**src/hdl/qmv_pkg.sv**
```systemverilog
// package: shared constants, types and register codes of the q15 matrix-vector multiply
`timescale 1ns / 1ps
package qmv_pkg;

	localparam int LANES          = 8;
	localparam int LANE_W         = 16;
	localparam int CHUNKS_MAX     = 16;
	localparam int CHUNK_IDX_W    = $clog2(CHUNKS_MAX);
	localparam int ROWS_MAX       = 32;
	localparam int ROW_W          = $clog2(ROWS_MAX);
	localparam int CHUNKS_CFG_W   = 5;
	localparam int ROWS_CFG_W     = 6;
	localparam int FRACTION_SHIFT = 15;
	localparam int PROD_W         = 2 * LANE_W;
	localparam int SUM_W          = PROD_W + $clog2(LANES);
	localparam int ACC_W          = 40;
	localparam int RES_MAX        = 32767;
	localparam int RES_MIN        = -32768;

	localparam int CFG_IDX_W  = 4;
	localparam int CFG_DATA_W = 8;

	localparam logic [CFG_IDX_W-1:0] CFG_CHUNKS_PER_ROW = CFG_IDX_W'(0);
	localparam logic [CFG_IDX_W-1:0] CFG_ROWS_PER_TILE  = CFG_IDX_W'(1);

	localparam logic [CHUNKS_CFG_W-1:0] CHUNKS_RESET = CHUNKS_CFG_W'(16);
	localparam logic [ROWS_CFG_W-1:0]   ROWS_RESET   = ROWS_CFG_W'(32);

	typedef logic signed [LANE_W-1:0] lane_t;
	typedef logic [LANES-1:0][LANE_W-1:0] chunk_t;
	typedef logic signed [PROD_W-1:0] prod_t;
	typedef logic signed [SUM_W-1:0] sum_t;
	typedef logic signed [ACC_W-1:0] acc_t;

	typedef struct packed {
		logic [CHUNKS_CFG_W-1:0] chunks_per_row;
		logic [ROWS_CFG_W-1:0]   rows_per_tile;
	} cfg_t;

	typedef struct packed {
		logic             done;
		logic [ROW_W-1:0] row_number;
		logic             last_row;
	} row_tag_t;

endpackage

```
**src/hdl/qmv_sum.sv**
```systemverilog
// chunk sum stage: adds the eight lane products of one weight word
`timescale 1ns / 1ps
module qmv_sum (
	input  logic                                clk,
	input  logic                                arst_n,
	input  logic                                in_valid,
	input  qmv_pkg::prod_t [qmv_pkg::LANES-1:0] prod_s2,
	input  qmv_pkg::row_tag_t                   tag_s2,
	input  logic                                take,
	output logic                                in_ready,
	output logic                                s3_valid,
	output qmv_pkg::sum_t                       sum_s3,
	output qmv_pkg::row_tag_t                   tag_s3
);
	import qmv_pkg::*;

	sum_t sum;

	assign in_ready = !s3_valid || take;

	always_comb begin
		sum = '0;
		for (int i = 0; i < LANES; i++) begin
			sum = sum + {{(SUM_W-PROD_W){prod_s2[i][PROD_W-1]}}, prod_s2[i]};
		end
	end

	always_ff @(posedge clk or negedge arst_n) begin
		if (!arst_n) begin
			s3_valid <= 1'b0;
		end else if (in_ready) begin
			s3_valid <= in_valid;
		end
	end

	always_ff @(posedge clk) begin
		if (in_valid && in_ready) begin
			sum_s3 <= sum;
			tag_s3 <= tag_s2;
		end
	end

endmodule

```
**config.mk**
```make
export PLATFORM = sky130hd
export DESIGN_NAME = qmv_sum
export DESIGN_NICKNAME = d
export VERILOG_FILES = /design/src/hdl/qmv_pkg.sv /design/src/hdl/qmv_sum.sv
export SDC_FILE = /design/constraint.sdc
export NUM_CORES = 1
export LEC_CHECK = 0
export BUFFER_PORTS_ARGS = -buffer_cell sky130_fd_sc_hd__clkbuf_2
export CELL_PAD_IN_SITES_DETAIL_PLACEMENT = 1
export CELL_PAD_IN_SITES_GLOBAL_PLACEMENT = 1
export CORE_ASPECT_RATIO = 1.5
export CORE_MARGIN = 2
export CORE_UTILIZATION = 42
export CTS_CLUSTER_DIAMETER = 30
export DETAILED_ROUTE_END_ITERATION = 8
export PLACE_DENSITY = 0.93
export SLEW_MARGIN = 10
export SYNTH_ARGS = -nofsm -noshare
export SYNTH_HDL_FRONTEND = slang
export SYNTH_SLANG_ARGS = --single-unit
```
**constraint.sdc**
```tcl
create_clock -name clk -period 2.9 [get_ports clk]
set_clock_uncertainty 0.05 [all_clocks]
set_input_delay 0.29 -clock clk [delete_from_list [all_inputs] [get_ports clk]]
set_output_delay 0.29 -clock clk [all_outputs]
set_load 0.01 [all_outputs]
```
==> qor.csv <==
stage;metric;value;unit
timing;final slew viol count;0;
timing;Tmin final;4990;ps
global_route;initial antenna violation count;0;
detailed_routing;DRT Pass-1 Iters;5;
critical_path;critical path data required time;2900;ps
synth;YS warnings;0;
critical_path;kind of critical path;input pin to flop;
critical_path;Critical Path End Type;flop;
flow_run;Max Cap Viol;0;
cts;clock buffer depth;2;
timing;final worst slack;-2090;ps
cts;clock sink count;43;
cells_and_area;Synth-to-Final Area Change;43.9;%
synth;main flop type after synthesis;edfxtp_1;
critical_path;CP max FO;3;
timing;relative slew slack;55.1;%
timing;Worst-Margin Slew;673;ps
global_route;largest net degree at the start of global routing;23;
cells_and_area;layout cells sized above 1;42.9;%
cells_and_area;leading cell type in the layout, fill and taps excluded;inv_1;
cts;Clock H-tree levels;2;
hold_path;worst min-delay path class;input pin to flop;
status;failing checks;setup timing;
cts;CTS Buf Count;5;
global_route;first-pass GRT wire length;45.9;mm
critical_path;R2R cell count;3;
timing;maximum clock frequency;200;MHz
synth;Post-synth ARST share;2.33;%
global_route;vias in the first global route;9358;
timing;Fin. Hold Viols;0;
detailed_routing;routed vias;7676;
detailed_routing;antenna viol nets, final;0;
synth;sequential area share after synthesis;15.0;%
floorplan;Chip Width;121;µm
synth;Seq cells post-synth;43;
timing;crit share post-route;172;%
timing;unrepaired setup endpoints after global routing;true;
critical_path;RR Endpoint;sum_s3[30]$_DFFE_PP_;
synth;syn avg cell area;9.63;µm²
critical_path;R2R Path Start;s3_valid$_DFFE_PN0N_;
cts;root buffer cell;clkbuf_16;
timing;endpoints failing setup;32;
placed_design;pre-CTS WS;-2440;ps
floorplan;Die Y;179;µm
placed_design;dpl hpwl;24.9;mm
cells_and_area;Post-layout nets;1837;
synth;Post-synth EDFFs;42;
critical_path;r2r setup slk;1150;ps
cts;Reg clk slew, reported paths;70;ps
cells_and_area;most frequent cells in the layout;inv_1, clkbuf_2, fa_1;
detailed_routing;Avg Vias per Cell;4.78;
placed_design;Port Buffer Count;310;
detailed_routing;# DRC;0;
detailed_routing;WL/cell;19.1;µm
detailed_routing;DR iter-0 viols;283;
cts;Worst-Skew Late Latency;290;ps
synth;Yosys cell types;59;
synth;synthesized net count;1388;
cells_and_area;ant diodes;0;
cts;TritonCTS clock tree;yes;
floorplan;full die area;21600;µm²
hold_path;HP Start;tag_s2[3];
critical_path;worst endpoint data arrival time;4990;ps
synth;Post-Synthesis Cells;891;
placed_design;GPL Wtd Cong;0.845;
status;status;finished with violations;
floorplan;starting density of the core;42.3;%
floorplan;Rows;64;
synth;mapped cell area;8580;µm²
detailed_routing;Detailed Route WL;30.7;mm
floorplan;Core ar.;20300;µm²
floorplan;io pins;311;
global_route;total gr overflow;0;
hold_path;Worst Hold End;tag_s3[3]$_DFFE_PP_;
global_route;All-Layer GR Usage;27.9;%
timing;post-route setup TNS;-46160;ps
critical_path;Worst Setup Start Kind;input pin;
timing;Hold Slack;126;ps
hold_path;WHS Path Cells;1;
## flip-flops by register name, indices dropped and copies added, names as in the netlist
register and count:
sum_s3 35, tag_s3 7, s3_valid 1
## cell usage after synthesis (3+ instances only)
| master | count | share of area, % |
|---|---|---|
| inv_1 | 407 | 18 |
| fa_1 | 195 | 46 |
| edfxtp_1 | 42 | 15 |
| ha_1 | 35 | 5.1 |
| a21oi_1 | 27 | 1.6 |
| nand2_1 | 21 | 0.92 |
| xnor2_1 | 21 | 2.1 |
| nor2_1 | 19 | 0.83 |
| a21o_1 | 18 | 1.6 |
| xor2_1 | 11 | 1.1 |
| nand3_1 | 7 | 0.41 |
| o21ai_1 | 7 | 0.41 |
| o21ai_0 | 6 | 0.35 |
| o21a_1 | 5 | 0.44 |
| and2_1 | 4 | 0.29 |
| and3_1 | 4 | 0.29 |
| and4_1 | 4 | 0.41 |
| clkbuf_1 | 4 | 0.18 |
| o211ai_1 | 3 | 0.26 |
| o31ai_1 | 3 | 0.26 |
## critical path, cell delays in order
cell and delay [ps]:
buf_2 130, inv_8 30, fa_1 530, inv_1 50, fa_1 490, fa_1 520, inv_1 60, fa_1 500
inv_2 60, ha_4 160, fa_2 340, a21o_1 210, a221oi_4 330, a211oi_4 120, a221o_2 410, o41ai_4 430
o21ai_1 160, xnor2_1 140
## metal layers
metal	track usage, %	part of all wire (%)
met5	0	0
met4	12.5	5.6
met3	4.80	5.2
met2	58.5	60
met1	24.8	30
## worst max path at each step
| stage | to | cells past startpoint | startpoint |
|---|---|---|---|
| 2_1_floorplan | sum_s3[28]$_DFFE_PP_ | 17 | prod_s2[162] |
| 3_3_place_gp | sum_s3[28]$_DFFE_PP_ | 18 | prod_s2[162] |
| 3_5_place_dp | sum_s3[28]$_DFFE_PP_ | 18 | prod_s2[162] |
| 4_1_cts | sum_s3[28]$_DFFE_PP_ | 18 | prod_s2[2] |
| 5_1_grt | sum_s3[26]$_DFFE_PP_ | 18 | prod_s2[162] |
| 6_report | sum_s3[26]$_DFFE_PP_ | 18 | prod_s2[162] |
## final cells by class
type	count	area (µm²)
Fill cell	2373	7920
Multi-Input combinational cell	435	6300
Clock inverter	2	7.51
Inverter	407	1550
Timing Repair Buffer	448	2740
Tap cell	264	330
Sequential cell	43	1290
Clock buffer	6	129
## per-stage QoR
stage | cell area, µm² | cells | util, %
final | 12300 | 1605 | 60.9
after CTS | 12200 | 1601 | 60.0
after global placement | 11400 | 1568 | 56.4
after floorplan | 8750 | 891 | -
after detailed placement | 11400 | 1568 | 56.4
after global routing | 12300 | 1605 | 60.9
## kinds of logic (layout without fill, tap and decap cells)
kind of cell	count (synthesis)	count (layout)	synth area share (%)
AO/OA/AOI/OAI	98	98	8.56
XOR/XNOR	32	32	3.27
adder cells (fa/ha/maj)	230	230	50.6
buffers and inverters	413	863	18.2
flip-flops	43	43	15.0
AND/OR/NAND/NOR	75	75	4.38
## timing repair
item / CTS / global route
endpoints found under the setup margin: 32 / 32
hold buffers: 1 / 0
setup buffers: 27 / 12
pin swaps: 54 / 35
gates resized for setup: 93 / 53
hold endpoints to repair: 1 / 0
Power is not shown: default switching activity piles up to over one toggle a cycle in this logic, so the estimate is an artifact.
