[config.mk]
export PLATFORM = sky130hd
export DESIGN_NAME = qmv_acc_flat
export DESIGN_NICKNAME = d
export VERILOG_FILES = /design/src/hdl/qmv_pkg.sv /design/src/hdl/qmv_if.sv /design/src/hdl/qmv_acc.sv /design/src/flat_wrapper.sv
export SDC_FILE = /design/constraint.sdc
export NUM_CORES = 1
export LEC_CHECK = 0
export BUFFER_PORTS_ARGS = -buffer_cell sky130_fd_sc_hd__buf_2
export CORE_UTILIZATION = 58
export DETAILED_ROUTE_END_ITERATION = 16
export GPL_ROUTABILITY_DRIVEN = 0
export GPL_TIMING_DRIVEN = 0
export PLACE_DENSITY_LB_ADDON = 0.08
export SYNTH_ARGS = -nofsm -noshare
export SYNTH_HDL_FRONTEND = slang
export SYNTH_SLANG_ARGS = --single-unit
[constraint.sdc]
create_clock -name clk -period 4.85 [get_ports clk]
set_input_delay 0.2425 -clock clk [delete_from_list [all_inputs] [get_ports clk]]
set_output_delay 0.2425 -clock clk [all_outputs]
set_load 0.005 [all_outputs]
[src/hdl/qmv_pkg.sv]
// package: shared constants, types and register codes of the q15 matrix-vector multiply
`timescale 1ns / 1ps
package qmv_pkg;

	localparam int LANES          = 8;
	localparam int LANE_W         = 16;
	localparam int CHUNKS_MAX     = 16;
	localparam int CHUNK_IDX_W    = $clog2(CHUNKS_MAX);
	localparam int ROWS_MAX       = 32;
	localparam int ROW_W          = $clog2(ROWS_MAX);
	localparam int CHUNKS_CFG_W   = 5;
	localparam int ROWS_CFG_W     = 6;
	localparam int FRACTION_SHIFT = 15;
	localparam int PROD_W         = 2 * LANE_W;
	localparam int SUM_W          = PROD_W + $clog2(LANES);
	localparam int ACC_W          = 40;
	localparam int RES_MAX        = 32767;
	localparam int RES_MIN        = -32768;

	localparam int CFG_IDX_W  = 4;
	localparam int CFG_DATA_W = 8;

	localparam logic [CFG_IDX_W-1:0] CFG_CHUNKS_PER_ROW = CFG_IDX_W'(0);
	localparam logic [CFG_IDX_W-1:0] CFG_ROWS_PER_TILE  = CFG_IDX_W'(1);

	localparam logic [CHUNKS_CFG_W-1:0] CHUNKS_RESET = CHUNKS_CFG_W'(16);
	localparam logic [ROWS_CFG_W-1:0]   ROWS_RESET   = ROWS_CFG_W'(32);

	typedef logic signed [LANE_W-1:0] lane_t;
	typedef logic [LANES-1:0][LANE_W-1:0] chunk_t;
	typedef logic signed [PROD_W-1:0] prod_t;
	typedef logic signed [SUM_W-1:0] sum_t;
	typedef logic signed [ACC_W-1:0] acc_t;

	typedef struct packed {
		logic [CHUNKS_CFG_W-1:0] chunks_per_row;
		logic [ROWS_CFG_W-1:0]   rows_per_tile;
	} cfg_t;

	typedef struct packed {
		logic             done;
		logic [ROW_W-1:0] row_number;
		logic             last_row;
	} row_tag_t;

endpackage

[src/hdl/qmv_if.sv]


interface qmv_result_if;
	import qmv_pkg::*;
	logic                     valid;
	logic                     ready;
	logic signed [LANE_W-1:0] row_result;
	logic                     saturated;
	logic [ROW_W-1:0]         row_number;
	logic                     last_row;
	modport source (output valid, row_result, saturated, row_number, last_row, input ready);
	modport sink (input valid, row_result, saturated, row_number, last_row, output ready);
endinterface


[src/hdl/qmv_acc.sv]
// row accumulator, shift and saturation, result register
`timescale 1ns / 1ps
module qmv_acc (
	input  logic              clk,
	input  logic              arst_n,
	input  logic              s3_valid,
	input  qmv_pkg::sum_t     sum_s3,
	input  qmv_pkg::row_tag_t tag_s3,
	output logic              take,
	qmv_result_if.source      result
);
	import qmv_pkg::*;

	acc_t acc_q;
	logic out_valid_q;

	logic                     out_free;
	logic                     fire;
	acc_t                     total;
	acc_t                     shifted;
	logic signed [LANE_W-1:0] clipped;
	logic                     sat;

	assign out_free = !out_valid_q || result.ready;
	assign take     = !tag_s3.done || out_free;
	assign fire     = s3_valid && take;
	assign total    = acc_q + {{(ACC_W-SUM_W){sum_s3[SUM_W-1]}}, sum_s3};
	assign shifted  = total >>> FRACTION_SHIFT;

	always_comb begin
		priority if (shifted > $signed(ACC_W'(RES_MAX))) begin
			clipped = LANE_W'(RES_MAX);
			sat     = 1'b1;
		end else if (shifted < $signed(ACC_W'(RES_MIN))) begin
			clipped = LANE_W'(RES_MIN);
			sat     = 1'b1;
		end else begin
			clipped = shifted[LANE_W-1:0];
			sat     = 1'b0;
		end
	end

	always_ff @(posedge clk or negedge arst_n) begin
		if (!arst_n) begin
			acc_q <= '0;
		end else if (fire) begin
			acc_q <= tag_s3.done ? '0 : total;
		end
	end

	always_ff @(posedge clk or negedge arst_n) begin
		if (!arst_n) begin
			out_valid_q <= 1'b0;
		end else if (fire && tag_s3.done) begin
			out_valid_q <= 1'b1;
		end else if (result.ready) begin
			out_valid_q <= 1'b0;
		end
	end

	always_ff @(posedge clk) begin
		if (fire && tag_s3.done) begin
			result.row_result <= clipped;
			result.saturated  <= sat;
			result.row_number <= tag_s3.row_number;
			result.last_row   <= tag_s3.last_row;
		end
	end

	assign result.valid = out_valid_q;

endmodule

[src/flat_wrapper.sv]
// flat-port wrapper written by rule: the top's interface ports become plain ports
module qmv_acc_flat import qmv_pkg::*;
  (clk, arst_n, s3_valid, sum_s3, tag_s3, take, result_valid, result_row_result, result_saturated, result_row_number, result_last_row, result_ready);
  qmv_result_if result_i ();
  input  logic clk;
  input  logic arst_n;
  input  logic s3_valid;
  input  qmv_pkg::sum_t sum_s3;
  input  qmv_pkg::row_tag_t tag_s3;
  output logic take;
  output wire logic [$bits(result_i.valid)-1:0] result_valid;
  output wire logic [$bits(result_i.row_result)-1:0] result_row_result;
  output wire logic [$bits(result_i.saturated)-1:0] result_saturated;
  output wire logic [$bits(result_i.row_number)-1:0] result_row_number;
  output wire logic [$bits(result_i.last_row)-1:0] result_last_row;
  input wire logic [$bits(result_i.ready)-1:0] result_ready;
  assign result_valid = result_i.valid;
  assign result_row_result = result_i.row_result;
  assign result_saturated = result_i.saturated;
  assign result_row_number = result_i.row_number;
  assign result_last_row = result_i.last_row;
  assign result_i.ready = result_ready;
  qmv_acc u_core (.clk(clk), .arst_n(arst_n), .s3_valid(s3_valid), .sum_s3(sum_s3), .tag_s3(tag_s3), .take(take), .result(result_i));
endmodule
==> results of run 1 <==
cell type report:
| type | count | share of cell area |
|---|---|---|
| sequential | 64 | 0.327 |
| inverter | 11 | 0.00786 |
| clock inverter | 6 | 0.0114 |
| clock buffer | 10 | 0.0243 |
| multi-input combinational | 418 | 0.518 |
| tap | 102 | 0.0243 |
| buffer | 20 | 0.0179 |
| timing repair buffer | 71 | 0.0695 |
cell families after synthesis:
| family | count (synthesis) |
|---|---|
| simple gates | 164 |
| fa+ha+maj | 40 |
| mux | 2 |
| flops | 64 |
| compound gates | 175 |
| xor+xnor | 37 |
| buf+inv | 31 |
layout by cell type (no fill, tap or decap), types with 4 or more instances in the layout:
cell,n
nand2b_1,4
a21oi_1,43
xor2_1,15
nand3_1,11
nand2_1,71
o21a_1,4
and2_1,4
dfrtp_1,41
nand4_1,15
ha_1,39
xnor2_1,22
inv_1,11
o21ai_0,58
clkbuf_1,11
clkbuf_8,9
a22o_1,8
nor2_1,29
and3_1,4
buf_2,78
a21o_1,12
o21ai_1,12
edfxtp_1,23
nor3_1,7
nor2b_1,8
where the power goes:
group / leakage, nW / switching (mW) / total (mW) / internal, mW
Combinational: 1.52 / 1.20 / 1.98 / 0.784
Sequential: 0.743 / 0.0906 / 0.895 / 0.805
Clock: 0.0920 / 0.212 / 0.447 / 0.235
Total: 2.35 / 1.50 / 3.32 / 1.82
worst max-delay path, cell delays in order (launching register included):
cell,delay [ps]
dfrtp_1,350
ha_1,170
inv_1,60
fa_1,370
nor2b_1,230
o31a_1,190
o211ai_1,160
a21oi_1,200
nor2_1,120
a211oi_1,620
nor2_1,160
xnor2_1,210
or4_4,560
o41ai_4,480
buf_6,210
o21ai_1,70
worst max path at each step:
stage	start	to	slack, ps	depth (start not counted)
after detailed placement	u_core.acc_q[1]$_DFFE_PN0P_	u_core.result.row_result[9]$_SDFFCE_PN1P_	770	12
after floorplan	u_core.acc_q[28]$_DFFE_PN0P_	u_core.result.row_result[14]$_SDFFCE_PN1P_	1320	13
after global placement	u_core.acc_q[1]$_DFFE_PN0P_	u_core.result.row_result[14]$_SDFFCE_PN1P_	740	12
after CTS	u_core.acc_q[0]$_DFFE_PN0P_	u_core.result.row_result[9]$_SDFFCE_PN1P_	600	15
after global routing	u_core.acc_q[0]$_DFFE_PN0P_	u_core.result.row_result[8]$_SDFFCE_PN1P_	320	15
final	u_core.acc_q[0]$_DFFE_PN0P_	u_core.result.row_result[9]$_SDFFCE_PN1P_	440	15
metal layers:
metal | track usage | vias to the layer above | routed length [um]
li1 | - | 2044 | -
met1 | 0.374 | 1929 | 5050
met2 | 0.443 | 138 | 5040
met3 | 0.0387 | 14 | 556
met4 | 0.0926 | 0 | 141
met5 | 0 | - | 0
flip-flops by register name, indices dropped and copies added (netlist names):
name,cells
u_core.result.valid,1
u_core.acc_q,40
u_core.result.row_result,16
u_core.result.row_number,5
u_core.result.saturated,1
u_core.result.last_row,1
through the flow:
step | util | std cells | setup slack [ps] | hold slack [ps] | instance area [sq um]
3_5_place_dp | 0.659 | 686 | 766 | 421 | 5070
6_report | 0.684 | 702 | 444 | 41.1 | 5260
3_3_place_gp | 0.657 | 685 | 745 | 424 | 5050
5_1_grt | 0.684 | 702 | 320 | 69.6 | 5260
4_1_cts | 0.684 | 702 | 598 | 67.0 | 5260
2_1_floorplan | - | 513 | 1320 | -53.1 | 4570
==> flow_summary.json, run 1 <==
{
  "ys_async_sr_fraction": 0.641,
  "drv_slew": 0,
  "netlist_instances": 513,
  "cts_buffers": 9,
  "rsz0062_at_grt": "false",
  "syn2layout_area_growth_pct": 14.9,
  "slew-limit-headroom": 0.367,
  "wl_per_cell_um": 15.4,
  "die_area_sq_um": 8240,
  "cts_buffer_depth": 2,
  "synthAdderAreaFrac": 0.111,
  "multi_input_area_sq_um": 2720,
  "cts-root-buf": "clkbuf_8",
  "grt_use_total": 0.272,
  "netlist_area_sq_um": 4570,
  "outcome": "complete, no violations",
  "layout-drive-gt1-share": 0.183,
  "fp.dieH_um": 90.8,
  "wl_mm": 10.8,
  "r2r.worst_path.cells": 15,
  "worst_pin_slew_ps": 949,
  "worstReg2RegEnd": "u_core.result.row_result[9]$_SDFFCE_PN1P_",
  "synth_area_leaders": "dfrtp_1 (22%), edfxtp_1 (15%), ha_1 (11%)",
  "post_cts_resized": 0,
  "start_util": 0.595,
  "regArea_sq_um": 1720,
  "fin_tns_setup_ps": 0,
  "syn_avg_cell_area_sq_um": 8.91,
  "die_x_um": 90.8,
  "synth-edff-count": 23,
  "cp_data_required_time_ps": 4930,
  "hold_viol_final": 0,
  "synth_top_area_cell": "dfrtp_1",
  "p_per_area_nw_per_um2": 633,
  "end_kind": "flop",
  "min_period_ps": 4410,
  "clkLatencyLatePin_ps": 340,
  "synthesis.nets": 599,
  "crit_fanout": 10,
  "synth_top_flop_cell": "dfrtp_1",
  "ys_ff_latch": 64,
  "synth_simple_gate_area_frac": 0.169,
  "finalSetupViolations": 0,
  "io_buffer_count": 70,
  "clock_sinks": 64,
  "cts_tree": "yes",
  "skew_ps": 10.8,
  "grt_overflow_total": 0,
  "hold_class": "input port to async pin",
  "p_leak_nw": 2.35,
  "maxCapViolCount": 0,
  "grt_max_degree": 42,
  "r2r-start": "u_core.acc_q[0]$_DFFE_PN0P_",
  "path_class": "flop to flop",
  "reg2reg_slack_ps": 440,
  "synth_warnings": 0,
  "synth_most_common_cell": "nand2_1",
  "h-tree-depth": 3,
  "synth.area.mux_share": 0.00547,
  "vias_per_cell": 5.88,
  "io_pins": 71,
  "fin_total_pwr_mw": 3.32,
  "fp-row-count": 32,
  "grt_pass1_wl_mm": 18.0,
  "dr_total_vias": 4125,
  "synth-compound-area-share": 0.239,
  "drtIter0Drc": 249,
  "finalCritPeriodShare": 0.908,
  "startpoint_type": "flop",
  "ir_drop_v": 0.000297,
  "ys_seq_area_frac": 0.375,
  "netlist.area_leader.share": 0.224,
  "cts_setup_buffers": 0,
  "yosysUniqueCellTypes": 60,
  "critPathArrivalTime_ps": 4490,
  "n_antenna_cell": 0,
  "route.detailed.drc": 0,
  "synth_xor_area_frac": 0.0709,
  "antenna_found_initial": 0,
  "hold_buffers": 0,
  "grt_pass1_vias": 3896,
  "core_area_sq_um": 7690,
  "first_pass_iters": 5,
  "ant_nets": 0,
  "final_nets": 681,
  "synth_top_family_by_area": "compound AO/OA/AOI/OAI gates",
  "synth_common_cells": "nand2_1 (71), o21ai_0 (58), a21oi_1 (43)",
  "clk_pin_slew_ps": 70,
  "fmax_mhz": 227,
  "hpwl_mm": 8.24,
  "fill_cells": 682
}
(Power assumes the default switching activity.)
==> run 2: changes to the inputs <==
Settings changed: ABC_AREA set to 0, CORE_UTILIZATION 58 to 60, CTS_CLUSTER_SIZE set to 16.
Clock period 4.85 ns to 5.1 ns, I/O delays scaled along.
==> run 2 against run 1 <==
Core utilization up 3.3 points. Count of clock-buffer cells in the layout did not move. Highest routed layer unchanged. Final area is 0.60% lower. Clock skew increased by 1.3 ps. First-iteration DRC count up 21%. Global-route usage increased by 1.4 points. Sequential power shrank 4.8%. Worst setup slack better by 470 ps. Combinational power decreased by 5%. Critical path type unchanged. Sequential share of layout area is 0.20 points higher. Power fell by 6.6%.
==> flow_summary.json, run 2 (same netlist as run 1, synthesis figures left out) <==
{
  "outcome": "complete, no violations",
  "cts_buffer_depth": 2,
  "end_kind": "flop",
  "grt_use_total": 0.286,
  "crit_fanout": 10,
  "grt_pass1_wl_mm": 17.5,
  "cts_buffers": 9,
  "regMostFlops": "u_core.acc_q",
  "critPathArrivalTime_ps": 4270,
  "largest_reg_flops": 40,
  "wl_mm": 10.7,
  "cts_setup_buffers": 0,
  "fp.dieH_um": 89.3,
  "route.detailed.drc": 0,
  "fp-row-count": 31,
  "path_class": "flop to flop",
  "fin_hold_ws_ps": 67.1,
  "slew-limit-headroom": 0.345,
  "wl_per_cell_um": 15.2,
  "n_antenna_cell": 0,
  "r2r.worst_path.cells": 12,
  "seqPwrFrac": 0.274,
  "setup.worst_path.start": "u_core.acc_q[1]$_DFFE_PN0P_",
  "final_nets": 681,
  "combPwrFrac": 0.606,
  "p_per_area_nw_per_um2": 594,
  "final_common_cell": "buf_2",
  "hold_class": "input port to async pin",
  "cp_data_required_time_ps": 5190,
  "grt_overflow_total": 0,
  "power.switching_mw": 1.42,
  "first_pass_iters": 5,
  "hold_buffers": 0,
  "ir_drop_v": 0.000271,
  "antenna_found_initial": 0,
  "start_util": 0.627,
  "internal-power_mw": 1.68,
  "startpoint_type": "flop",
  "min_period_ps": 4190,
  "layout-drive-gt1-share": 0.182,
  "grt_max_degree": 42,
  "hold_viol_final": 0,
  "finalSetupViolations": 0,
  "fmax_mhz": 239,
  "worst_pin_slew_ps": 982,
  "skew_ps": 12.1,
  "p_clk_frac": 0.119,
  "vias_per_cell": 6.03,
  "top_regs": "u_core.acc_q x40, u_core.result.row_result x16, u_core.result.row_number x5",
  "layout_common_cells": "buf_2 (78), nand2_1 (71), o21ai_0 (58)",
  "p_leak_nw": 2.34,
  "rsz0062_at_grt": "false",
  "dr_total_vias": 4212,
  "finalCritPeriodShare": 0.821,
  "reg2reg_slack_ps": 910,
  "fin_tns_setup_ps": 0,
  "post_cts_resized": 0,
  "worstReg2RegEnd": "u_core.result.row_result[8]$_SDFFCE_PN1P_",
  "syn2layout_area_growth_pct": 14.3,
  "die_x_um": 89.3,
  "cts-root-buf": "clkbuf_8",
  "h-tree-depth": 3,
  "io_buffer_count": 70,
  "hpwl_mm": 8.13,
  "die_area_sq_um": 7980,
  "r2r-start": "u_core.acc_q[1]$_DFFE_PN0P_",
  "cts_tree": "yes",
  "core_area_sq_um": 7290,
  "drv_slew": 0,
  "clock_sinks": 64,
  "switching_share": 0.458,
  "io_pins": 71,
  "maxCapViolCount": 0,
  "clkLatencyLatePin_ps": 340,
  "grt_pass1_vias": 3806,
  "ant_nets": 0,
  "drtIter0Drc": 302,
  "clk_pin_slew_ps": 80
}
## run 2: layout make-up
class / count / area [sq um]
inverter: 11 / 41.3
buffer: 20 / 93.8
sequential: 64 / 1720
timing repair buffer: 71 / 362
clock buffer: 10 / 128
clock inverter: 6 / 36.3
tap: 99 / 124
multi-input combinational: 418 / 2720
fill: 629 / 2070
## run 2: routing by layer
metal  track usage  part of all wire  up-vias
met4         0.108             0.020        0
met3        0.0443             0.069       24
li1              -                 -     2045
met5             0                 0        -
met2         0.459              0.46      180
met1         0.391              0.45     1963
## run 2: power by group through the flow
stage	clock network [mW]	logic, mW	registers (mW)
detailed placement	0	1.84	0.861
finish	0.371	1.88	0.852
floorplan	0	1.42	0.849
global placement	0	1.80	0.853
CTS	0.374	1.86	0.852
global route	0.398	2.11	0.873
## run 2: worst max path at each step
stage / to / slack (ps) / depth (start not counted)
floorplan: u_core.result.row_result[14]$_SDFFCE_PN1P_ / 1570 / 13
global placement: u_core.result.row_result[14]$_SDFFCE_PN1P_ / 1000 / 12
detailed placement: u_core.result.row_result[8]$_SDFFCE_PN1P_ / 1020 / 12
CTS: u_core.result.row_result[8]$_SDFFCE_PN1P_ / 980 / 12
global route: u_core.result.row_result[8]$_SDFFCE_PN1P_ / 650 / 15
finish: u_core.result.row_result[8]$_SDFFCE_PN1P_ / 910 / 12
## run 2: metrics by stage
stage / instances / setup slack, ps / power (mW) / utilization / area, sq um
global placement: 682 / 996 / 2.65 / 0.692 / 5050
finish: 699 / 914 / 3.10 / 0.717 / 5230
floorplan: 513 / 1570 / 2.27 / - / 4570
CTS: 699 / 978 / 3.08 / 0.717 / 5230
detailed placement: 683 / 1020 / 2.70 / 0.694 / 5060
global route: 699 / 650 / 3.38 / 0.717 / 5230
## run 2: critical path, stage by stage, from the launching register on
cell and delay, ps:
dfrtp_1 410, ha_1 290, a21o_1 130, nand4_1 120
a311o_1 430, a2111oi_0 590, nor3_1 190, o21ai_2 330
a311oi_1 230, or4_4 470, o41ai_4 470, buf_6 210
o21ai_1 70
